### src/sv/mft_pkg.sv
`timescale 1ns / 1ps
`default_nettype none
// ----------------------------------------------------------------------------
// mft_pkg
// Shared types, codes and constants of the Manchester frame transceiver.
// ----------------------------------------------------------------------------
package mft_pkg;

  localparam int TICKS_PER_MS_DEF = 5;
  localparam int LISTEN_MAX       = 32767;
  // start bit plus 32 data bits
  localparam int FRAME_LEN        = 33;

  localparam int LISTEN_W  = 15;
  localparam int HIST_W    = 10;
  localparam int BITCNT_W  = 6;
  localparam int FRAME_W   = 32;
  localparam int RXFRAME_W = 27;
  localparam int TMO_W     = 12;
  // 12-bit timeout times a tick rate of at most 20
  localparam int MUL_W     = 17;

  typedef enum logic [1:0] {
    MODE_TICK   = 2'd0,
    MODE_LISTEN = 2'd1,
    MODE_SEND   = 2'd2,
    MODE_STOP   = 2'd3
  } cmd_mode_t;

  typedef enum logic [2:0] {
    ST_IDLE   = 3'd0,
    ST_LISTEN = 3'd1,
    ST_RECV   = 3'd2,
    ST_RECVD  = 3'd3,
    ST_SEND   = 3'd4,
    ST_SENT   = 3'd5,
    ST_ERROR  = 3'd6
  } link_state_t;

  typedef enum logic [2:0] {
    ERR_NONE     = 3'd0,
    ERR_NO_TRANS = 3'd1,
    ERR_LINE_TO  = 3'd2,
    ERR_STOP     = 3'd3,
    ERR_PARITY   = 3'd4,
    ERR_RESP_TO  = 3'd5
  } err_code_t;

  typedef struct packed {
    logic      fail;
    err_code_t err;
    logic      to_recv;
    logic      to_recvd;
  } rx_status_t;

  function automatic logic even_ones(input logic [FRAME_W-1:0] v);
    return ~(^v);
  endfunction

endpackage
`default_nettype wire

### src/sv/mft_rx.sv
`timescale 1ns / 1ps
`default_nettype none
// ----------------------------------------------------------------------------
// mft_rx
// Listen timeout and Manchester receive state, updated once per request.
// ----------------------------------------------------------------------------
module mft_rx #(
  parameter int TICKS_PER_MS = mft_pkg::TICKS_PER_MS_DEF
) (
  input  wire logic                               clk,
  input  wire logic                               rst_n,
  input  wire logic                               step,
  input  wire mft_pkg::cmd_mode_t                 mode,
  input  wire logic                               line,
  input  wire logic [mft_pkg::TMO_W-1:0]          timeout_ms,
  input  wire mft_pkg::link_state_t               link_mode,
  output mft_pkg::rx_status_t                     status,
  output logic [mft_pkg::RXFRAME_W-1:0]           frame
);

  logic [mft_pkg::LISTEN_W-1:0]  ticks_r,  ticks_nxt;
  logic [mft_pkg::HIST_W-1:0]    hist_r,   hist_nxt;
  logic                          await_r,  await_nxt;
  logic [mft_pkg::BITCNT_W-1:0]  bits_r,   bits_nxt;
  logic [mft_pkg::FRAME_W-1:0]   shift_r,  shift_nxt;
  logic [mft_pkg::RXFRAME_W-1:0] frame_r,  frame_nxt;

  logic [mft_pkg::MUL_W-1:0]     prod;
  logic [mft_pkg::LISTEN_W-1:0]  ticks_load;
  logic                          last;
  logic                          big4;
  logic                          big8;

  assign prod = mft_pkg::MUL_W'(timeout_ms) * mft_pkg::MUL_W'(TICKS_PER_MS);
  assign ticks_load = (prod > mft_pkg::MUL_W'(mft_pkg::LISTEN_MAX)) ?
                      mft_pkg::LISTEN_W'(mft_pkg::LISTEN_MAX) :
                      prod[mft_pkg::LISTEN_W-1:0];

  assign last = hist_r[0];
  // history counts the samples since the last transition, with a leading one
  assign big4 = |hist_r[mft_pkg::HIST_W-1:4];
  assign big8 = |hist_r[mft_pkg::HIST_W-1:8];

  always_comb begin
    ticks_nxt = ticks_r;
    hist_nxt  = hist_r;
    await_nxt = await_r;
    bits_nxt  = bits_r;
    shift_nxt = shift_r;
    frame_nxt = frame_r;
    status    = '0;
    if (mode == mft_pkg::MODE_LISTEN) begin
      ticks_nxt = ticks_load;
      hist_nxt  = '0;
      bits_nxt  = '0;
    end else if (mode == mft_pkg::MODE_TICK && link_mode == mft_pkg::ST_LISTEN) begin
      if (ticks_r == '0) begin
        status.fail = 1'b1;
        status.err  = mft_pkg::ERR_RESP_TO;
      end else begin
        if (line) begin
          status.to_recv = 1'b1;
          shift_nxt      = '0;
          bits_nxt       = '0;
          hist_nxt       = mft_pkg::HIST_W'(1);
          await_nxt      = 1'b1;
        end
        ticks_nxt = ticks_r - mft_pkg::LISTEN_W'(1);
      end
    end else if (mode == mft_pkg::MODE_TICK && link_mode == mft_pkg::ST_RECV) begin
      if (line != last) begin
        if (await_r && big4) begin
          status.fail = 1'b1;
          status.err  = mft_pkg::ERR_NO_TRANS;
        end else if ((await_r || big4) &&
                     bits_r == mft_pkg::BITCNT_W'(mft_pkg::FRAME_LEN)) begin
          // whole frame in: check stop bit and parity
          if (!last) begin
            status.fail = 1'b1;
            status.err  = mft_pkg::ERR_STOP;
          end else if (!mft_pkg::even_ones(shift_r)) begin
            status.fail = 1'b1;
            status.err  = mft_pkg::ERR_PARITY;
          end else begin
            status.to_recvd = 1'b1;
            frame_nxt       = {shift_r[30:28], shift_r[23:0]};
          end
        end else begin
          if (await_r || big4) begin
            // mid-bit transition: the level before it is the bit
            shift_nxt = {shift_r[mft_pkg::FRAME_W-2:0], last};
            if (bits_r < mft_pkg::BITCNT_W'(mft_pkg::FRAME_LEN)) begin
              bits_nxt = bits_r + mft_pkg::BITCNT_W'(1);
            end
            await_nxt = 1'b0;
          end else begin
            await_nxt = 1'b1;
          end
          hist_nxt = {{(mft_pkg::HIST_W-2){1'b0}}, 1'b1, line};
        end
      end else if (big8) begin
        status.fail = 1'b1;
        status.err  = mft_pkg::ERR_LINE_TO;
      end else begin
        hist_nxt = {hist_r[mft_pkg::HIST_W-2:0], line};
      end
    end
  end

  always_ff @(posedge clk) begin
    if (!rst_n) begin
      ticks_r <= '0;
      hist_r  <= '0;
      await_r <= 1'b0;
      bits_r  <= '0;
      shift_r <= '0;
      frame_r <= '0;
    end else if (step) begin
      ticks_r <= ticks_nxt;
      hist_r  <= hist_nxt;
      await_r <= await_nxt;
      bits_r  <= bits_nxt;
      shift_r <= shift_nxt;
      frame_r <= frame_nxt;
    end
  end

  assign frame = frame_r;

endmodule
`default_nettype wire

### src/sv/mft_tx.sv
`timescale 1ns / 1ps
`default_nettype none
// ----------------------------------------------------------------------------
// mft_tx
// Frame builder and half-bit Manchester line driver.
// ----------------------------------------------------------------------------
module mft_tx (
  input  wire logic                  clk,
  input  wire logic                  rst_n,
  input  wire logic                  step,
  input  wire mft_pkg::cmd_mode_t    mode,
  input  wire mft_pkg::link_state_t  link_mode,
  input  wire logic [2:0]            tx_type,
  input  wire logic [7:0]            tx_id,
  input  wire logic [7:0]            tx_value_high,
  input  wire logic [7:0]            tx_value_low,
  output logic                       line_level,
  output logic                       done
);

  logic [mft_pkg::FRAME_W-1:0]  shift_r, shift_nxt;
  logic [mft_pkg::BITCNT_W-1:0] idx_r,   idx_nxt;
  logic                         first_r, first_nxt;
  logic                         line_r,  line_nxt;

  logic [mft_pkg::FRAME_W-1:0]  frame;
  logic [mft_pkg::BITCNT_W-1:0] idx_m1;
  logic                         tx_bit;

  assign frame  = {1'b0, tx_type, 4'b0000, tx_id, tx_value_high, tx_value_low};
  assign idx_m1 = idx_r - mft_pkg::BITCNT_W'(1);
  // start and stop positions both send a one
  assign tx_bit = (idx_r == mft_pkg::BITCNT_W'(mft_pkg::FRAME_LEN) || idx_r == '0) ?
                  1'b1 : shift_r[idx_m1[4:0]];

  always_comb begin
    shift_nxt = shift_r;
    idx_nxt   = idx_r;
    first_nxt = first_r;
    line_nxt  = line_r;
    done      = 1'b0;
    unique case (mode)
      mft_pkg::MODE_TICK: begin
        if (link_mode == mft_pkg::ST_SEND) begin
          line_nxt = first_r ? ~tx_bit : tx_bit;
          if (!first_r) begin
            if (idx_r == '0) begin
              done = 1'b1;
            end else begin
              idx_nxt   = idx_r - mft_pkg::BITCNT_W'(1);
              first_nxt = 1'b1;
            end
          end else begin
            first_nxt = 1'b0;
          end
        end
      end
      mft_pkg::MODE_SEND: begin
        shift_nxt = {~mft_pkg::even_ones(frame), frame[mft_pkg::FRAME_W-2:0]};
        first_nxt = 1'b1;
        idx_nxt   = mft_pkg::BITCNT_W'(mft_pkg::FRAME_LEN);
      end
      mft_pkg::MODE_STOP: begin
        line_nxt = 1'b1;
      end
      default: begin
      end
    endcase
  end

  always_ff @(posedge clk) begin
    if (!rst_n) begin
      shift_r <= '0;
      idx_r   <= '0;
      first_r <= 1'b0;
      line_r  <= 1'b1;
    end else if (step) begin
      shift_r <= shift_nxt;
      idx_r   <= idx_nxt;
      first_r <= first_nxt;
      line_r  <= line_nxt;
    end
  end

  assign line_level = line_r;

endmodule
`default_nettype wire

### src/sv/manchester_frame_transceiver.sv
`timescale 1ns / 1ps
`default_nettype none
// ----------------------------------------------------------------------------
// manchester_frame_transceiver
// Tick-driven Manchester frame link: listen, receive, send and stop requests.
// ----------------------------------------------------------------------------
// Every request gives exactly one result, showing the line level, link state,
// error and last good frame after it. The block takes one request per clock
// cycle while results are taken: a request goes first into an input register,
// and the link state registers update from it once no result waits untaken;
// those state registers are the result register, so a result is registered
// in the state registers behind the input register. While results are taken
// every cycle, requests are taken every cycle too; while a result waits,
// the input register still takes one more request and then in_ready drops
// until the waiting result is taken.
module manchester_frame_transceiver #(
  parameter int TICKS_PER_MS = mft_pkg::TICKS_PER_MS_DEF
) (
  input  wire logic        clk,
  input  wire logic        rst_n,
  input  wire logic        in_valid,
  output logic             in_ready,
  input  wire logic [1:0]  in_mode,
  input  wire logic        in_line_in,
  input  wire logic [11:0] in_timeout_ms,
  input  wire logic [2:0]  in_tx_type,
  input  wire logic [7:0]  in_tx_id,
  input  wire logic [7:0]  in_tx_value_high,
  input  wire logic [7:0]  in_tx_value_low,
  output logic             out_valid,
  input  wire logic        out_ready,
  output logic             out_line_out,
  output logic [2:0]       out_link_state,
  output logic [2:0]       out_error_code,
  output logic [2:0]       out_rx_type,
  output logic [7:0]       out_rx_id,
  output logic [7:0]       out_rx_value_high,
  output logic [7:0]       out_rx_value_low
);

  logic                  in_valid_r;
  mft_pkg::cmd_mode_t    mode_r;
  logic                  line_r;
  logic [11:0]           timeout_r;
  logic [2:0]            tx_type_r;
  logic [7:0]            tx_id_r;
  logic [7:0]            tx_vh_r;
  logic [7:0]            tx_vl_r;

  logic                  out_valid_r, out_valid_nxt;
  mft_pkg::link_state_t  link_mode_r, link_mode_nxt;
  mft_pkg::err_code_t    err_r,       err_nxt;

  logic                  step;
  logic                  slot_free;
  mft_pkg::rx_status_t   rx_status;
  logic [26:0]           rx_frame;
  logic                  tx_line;
  logic                  tx_done;

  assign slot_free = !out_valid_r || out_ready;
  assign step      = in_valid_r && slot_free;
  assign in_ready  = !in_valid_r || slot_free;

  always_ff @(posedge clk) begin
    if (!rst_n) begin
      in_valid_r <= 1'b0;
    end else if (in_ready) begin
      in_valid_r <= in_valid;
    end
  end

  always_ff @(posedge clk) begin
    if (in_valid && in_ready) begin
      mode_r    <= mft_pkg::cmd_mode_t'(in_mode);
      line_r    <= in_line_in;
      timeout_r <= in_timeout_ms;
      tx_type_r <= in_tx_type;
      tx_id_r   <= in_tx_id;
      tx_vh_r   <= in_tx_value_high;
      tx_vl_r   <= in_tx_value_low;
    end
  end

  mft_rx #(
    .TICKS_PER_MS (TICKS_PER_MS)
  ) u_rx (
    .clk        (clk),
    .rst_n      (rst_n),
    .step       (step),
    .mode       (mode_r),
    .line       (line_r),
    .timeout_ms (timeout_r),
    .link_mode  (link_mode_r),
    .status     (rx_status),
    .frame      (rx_frame)
  );

  mft_tx u_tx (
    .clk           (clk),
    .rst_n         (rst_n),
    .step          (step),
    .mode          (mode_r),
    .link_mode     (link_mode_r),
    .tx_type       (tx_type_r),
    .tx_id         (tx_id_r),
    .tx_value_high (tx_vh_r),
    .tx_value_low  (tx_vl_r),
    .line_level    (tx_line),
    .done          (tx_done)
  );

  always_comb begin
    link_mode_nxt = link_mode_r;
    err_nxt       = err_r;
    unique case (mode_r)
      mft_pkg::MODE_TICK: begin
        if (link_mode_r == mft_pkg::ST_LISTEN || link_mode_r == mft_pkg::ST_RECV) begin
          if (rx_status.fail) begin
            link_mode_nxt = mft_pkg::ST_ERROR;
            err_nxt       = rx_status.err;
          end else if (rx_status.to_recv) begin
            link_mode_nxt = mft_pkg::ST_RECV;
          end else if (rx_status.to_recvd) begin
            link_mode_nxt = mft_pkg::ST_RECVD;
          end
        end else if (link_mode_r == mft_pkg::ST_SEND && tx_done) begin
          link_mode_nxt = mft_pkg::ST_SENT;
        end
      end
      mft_pkg::MODE_LISTEN: link_mode_nxt = mft_pkg::ST_LISTEN;
      mft_pkg::MODE_SEND:   link_mode_nxt = mft_pkg::ST_SEND;
      mft_pkg::MODE_STOP:   link_mode_nxt = mft_pkg::ST_IDLE;
      default: begin
      end
    endcase
  end

  always_comb begin
    out_valid_nxt = out_valid_r;
    if (step) begin
      out_valid_nxt = 1'b1;
    end else if (out_ready) begin
      out_valid_nxt = 1'b0;
    end
  end

  always_ff @(posedge clk) begin
    if (!rst_n) begin
      out_valid_r <= 1'b0;
      link_mode_r <= mft_pkg::ST_IDLE;
      err_r       <= mft_pkg::ERR_NONE;
    end else begin
      out_valid_r <= out_valid_nxt;
      if (step) begin
        link_mode_r <= link_mode_nxt;
        err_r       <= err_nxt;
      end
    end
  end

  assign out_valid         = out_valid_r;
  assign out_line_out      = tx_line;
  assign out_link_state    = link_mode_r;
  assign out_error_code    = (link_mode_r == mft_pkg::ST_ERROR) ? err_r : mft_pkg::ERR_NONE;
  assign out_rx_type       = rx_frame[26:24];
  assign out_rx_id         = rx_frame[23:16];
  assign out_rx_value_high = rx_frame[15:8];
  assign out_rx_value_low  = rx_frame[7:0];

`ifndef ASSERT_OFF
  a_stop_idles: assert property (@(posedge clk) disable iff (!rst_n)
    step && mode_r == mft_pkg::MODE_STOP |=>
      tx_line && link_mode_r == mft_pkg::ST_IDLE)
    else $error("stop request did not return the link to idle");

  a_frame_on_recvd: assert property (@(posedge clk) disable iff (!rst_n)
    $past(rst_n) && !$stable(rx_frame) |-> link_mode_r == mft_pkg::ST_RECVD)
    else $error("received frame changed without a good frame");

  a_state_holds: assert property (@(posedge clk) disable iff (!rst_n)
    $past(rst_n) && !$past(step) |-> $stable(link_mode_r) && $stable(err_r))
    else $error("link state changed without a request");

  a_error_coded: assert property (@(posedge clk) disable iff (!rst_n)
    link_mode_r == mft_pkg::ST_ERROR |-> err_r != mft_pkg::ERR_NONE)
    else $error("error state without an error code");
`endif

endmodule
`default_nettype wire

### config.mk
export PLATFORM = sky130hd
export DESIGN_NAME = manchester_frame_transceiver
export DESIGN_NICKNAME = d
export VERILOG_FILES = /design/src/sv/mft_pkg.sv /design/src/sv/mft_rx.sv /design/src/sv/mft_tx.sv /design/src/sv/manchester_frame_transceiver.sv
export SDC_FILE = /design/constraint.sdc
export NUM_CORES = 1
export LEC_CHECK = 0
export BUFFER_PORTS_ARGS = -buffer_cell sky130_fd_sc_hd__buf_2
export CELL_PAD_IN_SITES_DETAIL_PLACEMENT = 0
export CELL_PAD_IN_SITES_GLOBAL_PLACEMENT = 1
export CORE_UTILIZATION = 37
export CTS_BUF_LIST = sky130_fd_sc_hd__clkbuf_4
export DETAILED_ROUTE_END_ITERATION = 6
export PLACE_DENSITY = 0.62
export SYNTH_ARGS = -nofsm -noshare
export SYNTH_HDL_FRONTEND = slang
export SYNTH_SLANG_ARGS = --single-unit
### constraint.sdc
create_clock -name clk -period 5.5 [get_ports clk]
set_clock_uncertainty 0.2 [all_clocks]
set_input_delay 1.1 -clock clk [delete_from_list [all_inputs] [get_ports clk]]
set_output_delay 1.1 -clock clk [all_outputs]
set_load 0.005 [all_outputs]
==> summary.md <==
| Metric | Value |
|---|---|
| Mapped Nets | `959` |
| Final ANT Viol Nets | `0` |
| HP Class | `register to register` |
| Largest net degree at the start of global routing | `62` |
| Status | `finished, violations left` |
| P per Cell Area | `260 nW/um^2` |
| Vias in the first global route | `5,904` |
| Residual DRC | `3` |
| Cell-internal power | `1.70 mW` |
| Root buf cell | `clkbuf_4` |
| Port buffer count | `81` |
| Full die area | `23,300 um^2` |
| Cts repair resizes | `0` |
| Num rows | `54` |
| Hold_sp | `u_tx.shift_r[31]` |
| GR Util All Layers | `16.0%` |
| Clk_lat worst skew | `0.58 ns` |
| Synth top cells by count | `dfxtp_1 (135), nand2_1 (121), a21oi_1 (108)` |
| Failing checks | `design-rule violations` |
| Io pins | `82` |
| Starting Density | `38.1%` |
| Nets | `1,025` |
| CTS sink count | `177` |
| Clock power frac | `30.4%` |
| Max cap viols | `0` |
| CTS tree | `done` |
| Critical R2R Launch | `mode_r[1]` |
| Slew Viols, Final | `0` |
| Period minus WS final | `3.56 ns` |
| Post-CTS Setup Repair Bufs | `0` |
| Sw frac | `29.5%` |
| Post-synthesis register bit count | `177` |
| Flop pwr share | `57.9%` |
| WHS Path Cells | `2` |
| Fraction of layout cells with a size suffix above 1 | `16.0%` |
| Die W | `153 um` |
| Syn Inst Count | `884` |
| Layout area overhead | `10.3%` |
| R2r setup slk | `1.94 ns` |
| Most frequent cell after synthesis | `dfxtp_1` |
| First-pass GRT wire length | `30,300 um` |
| Setup Viol. Count Final | `0` |
| Worst rel slew slack | `22.4%` |
| Iteration-0 DRC count of the detailed router | `358` |
| EDFF count, synth | `42` |
| Core ar. | `22,000 um^2` |
| TritonRoute pass-1 iters | `7` |
| Place WS | `1.64 ns` |
| Maximum vdd drop | `110 uV` |
| Vias | `6,216` |
| Setup CP Type | `register to register` |
| Fin. Hold Viols | `0` |
| Worst Setup End Kind | `register` |
| Pin slew with the least headroom to its limit | `1.16 ns` |
| Pleak | `3.38 nW` |
| Worst path required time | `5.80 ns` |
| Fmax | `0.281 GHz` |
| GP Congestion | `0.760` |
| Fillers | `2,214` |
| Worst path arrival time | `3.86 ns` |
| Top cells by area, synth | `dfxtp_1 (32%), edfxtp_1 (15%), a21oi_1 (6.4%), xnor2_1 (6.2%), nand2_1 (5.4%)` |
| Clk pin slew, worst setup/hold paths | `0.16 ns` |
| Setup TNS | `0 ns` |
| Power Total | `2.41 mW` |
| Comb power frac | `11.7%` |
| Final setup margin | `1.94 ns` |
| Post-synth top flop | `dfxtp_1` |
| Worst Hold End | `u_tx.shift_r[31]` |
| Total congestion overflow | `0` |
| Max H-tree Level | `4` |
| RSZ-0062 raised after global routing | `no` |
| CP Max Fanout | `41` |
| Mapped Area | `8390 um^2` |
| Vert. Die Dim | `153 um` |
| WL/cell | `14.5 um` |
| Vias per cell | `5.00` |
| Part of the Yosys area used for sequential elements | `47.2%` |
| Post-DP HPWL | `11,900 um` |
| Final WL | `18,100 um` |
| Post-synth ARST share | `0%` |
| R2R cell count | `8` |
| Synth cell types | `73` |
| Share of the synthesized area in the top cell type | `32.2%` |
| Post-CTS Hold Buffers | `0` |
| Cts bufs inserted | `17` |
| Post-route fraction of the period consumed by the critical path | `64.7%` |
| Clk buf depth | `2` |
| Startpoint types | `register` |
| Cell taking the most area after synthesis | `dfxtp_1` |
| Net Sw Power | `0.710 mW` |
| Synthesis Warnings | `0` |
| Average cell area after synthesis | `9.49 um^2` |
| R2R Path End | `u_rx.shift_r[26]` |
| Initial antenna violation count | `1` |
## layout by cell type, fill, tap and decap left out, types with 3 or more instances in the layout
master    Yosys  routed
nor4_1        3       3
nand2_1     121     121
o21a_1        4       4
inv_6         0       3
a41oi_1       4       4
edfxtp_1     42      42
dfxtp_1     135     135
a31oi_1       3       3
and3_1        9       9
a211oi_1      7       7
a21oi_1     108     108
mux2i_1      30      30
o21bai_1      3       3
clkbuf_4      0      18
nor2_1       79      79
ha_1         28      28
mux4_2        7       7
mux2_2        3       3
xor2_1       13      13
o211ai_1      4       4
buf_2         7      81
nand4_1       5       5
xnor2_1      59      59
o21ai_0      23      23
a21oi_2       4       4
inv_1        14      14
or3_1         4       4
nor3_1       14      14
nand3_1      48      48
nor2b_1       5       5
inv_8         0       6
nor3b_1       3       3
a21o_1        5       5
nand3b_1      3       3
nand2b_1      6       6
buf_4         0      11
## power groups by stage
| stage | logic [mW] | clock network [mW] | registers [mW] |
|---|---|---|---|
| 5_1_grt | 0.316 | 0.822 | 1.40 |
| 2_1_floorplan | 0.219 | 0 | 1.41 |
| 3_3_place_gp | 0.282 | 0 | 1.42 |
| 3_5_place_dp | 0.283 | 0 | 1.42 |
| 6_report | 0.281 | 0.732 | 1.39 |
| 4_1_cts | 0.285 | 0.776 | 1.40 |
## critical path: stages (launching register included)
cell      delay (ns)
edfxtp_1        0.79
nor3_2          0.14
nand3b_1        0.11
buf_4           0.40
o21ai_0         0.29
nor2_1          0.26
o21a_1          0.94
nand3_1         0.16
a21oi_1         0.18
## cell families after synthesis
family / synth area share (%)
and+or+nand+nor: 17.6
DFF: 47.2
buffers and inverters: 3.71
adders and majority gates: 4.67
xor gates and xnor gates: 7.71
AOI/OAI and AO/OA: 13.3
muxes: 5.86
## worst max-delay path by stage
stage | start | endpoint | slack, ns | cells past startpoint
final | mode_r[1] | u_rx.shift_r[26] | 1.94 | 8
after global routing | mode_r[1] | u_rx.shift_r[1] | 1.50 | 8
after floorplan | out_ready | u_tx.idx_r[5] | 2.60 | 8
after CTS | mode_r[1] | u_rx.shift_r[28] | 1.93 | 8
after global placement | out_ready | u_rx.shift_r[15] | 1.69 | 8
after detailed placement | out_ready | u_rx.shift_r[8] | 1.64 | 8
## flip-flops by register name, summed over array words and instances, names as in the netlist, 6 cells and up
signal        count
u_rx.shift_r     32
u_tx.shift_r     28
u_rx.frame       27
u_rx.ticks_r     15
timeout_r        12
u_rx.hist_r      10
tx_id_r           8
tx_vh_r           8
tx_vl_r           8
u_rx.bits_r       6
u_tx.idx_r        6
## area by class of cell
class                   instances  area, um^2  area share [%]
clock inverters                14         140            1.51
flip-flops and latches        177        3960            42.8
repair buffers                 92         488            5.27
well taps                     280         350            3.78
multi-input cells             647        4120            44.5
inverters                      15        57.6           0.622
clock buffers                  18         135            1.46
diodes                          1        2.50          0.0270
## through the flow
stage	util [%]	cell area, um^2	std cells	hold WS (ns)
final	42.0	9260	1244	0.265
after global routing	42.0	9260	1244	0.280
after CTS	42.0	9260	1243	0.268
after detailed placement	40.8	8980	1211	0.247
after global placement	40.8	8980	1211	0.241
after floorplan	-	8390	884	0.229
## routing by layer
metal	part of all wire (%)	vias to the layer above	track usage, %
met5	0	-	0
met4	1.4	0	5.63
met3	3.2	19	2.65
met2	44	117	24.4
met1	51	2831	22.7
li1	-	3249	-
Power figures use the tool's default switching activity.
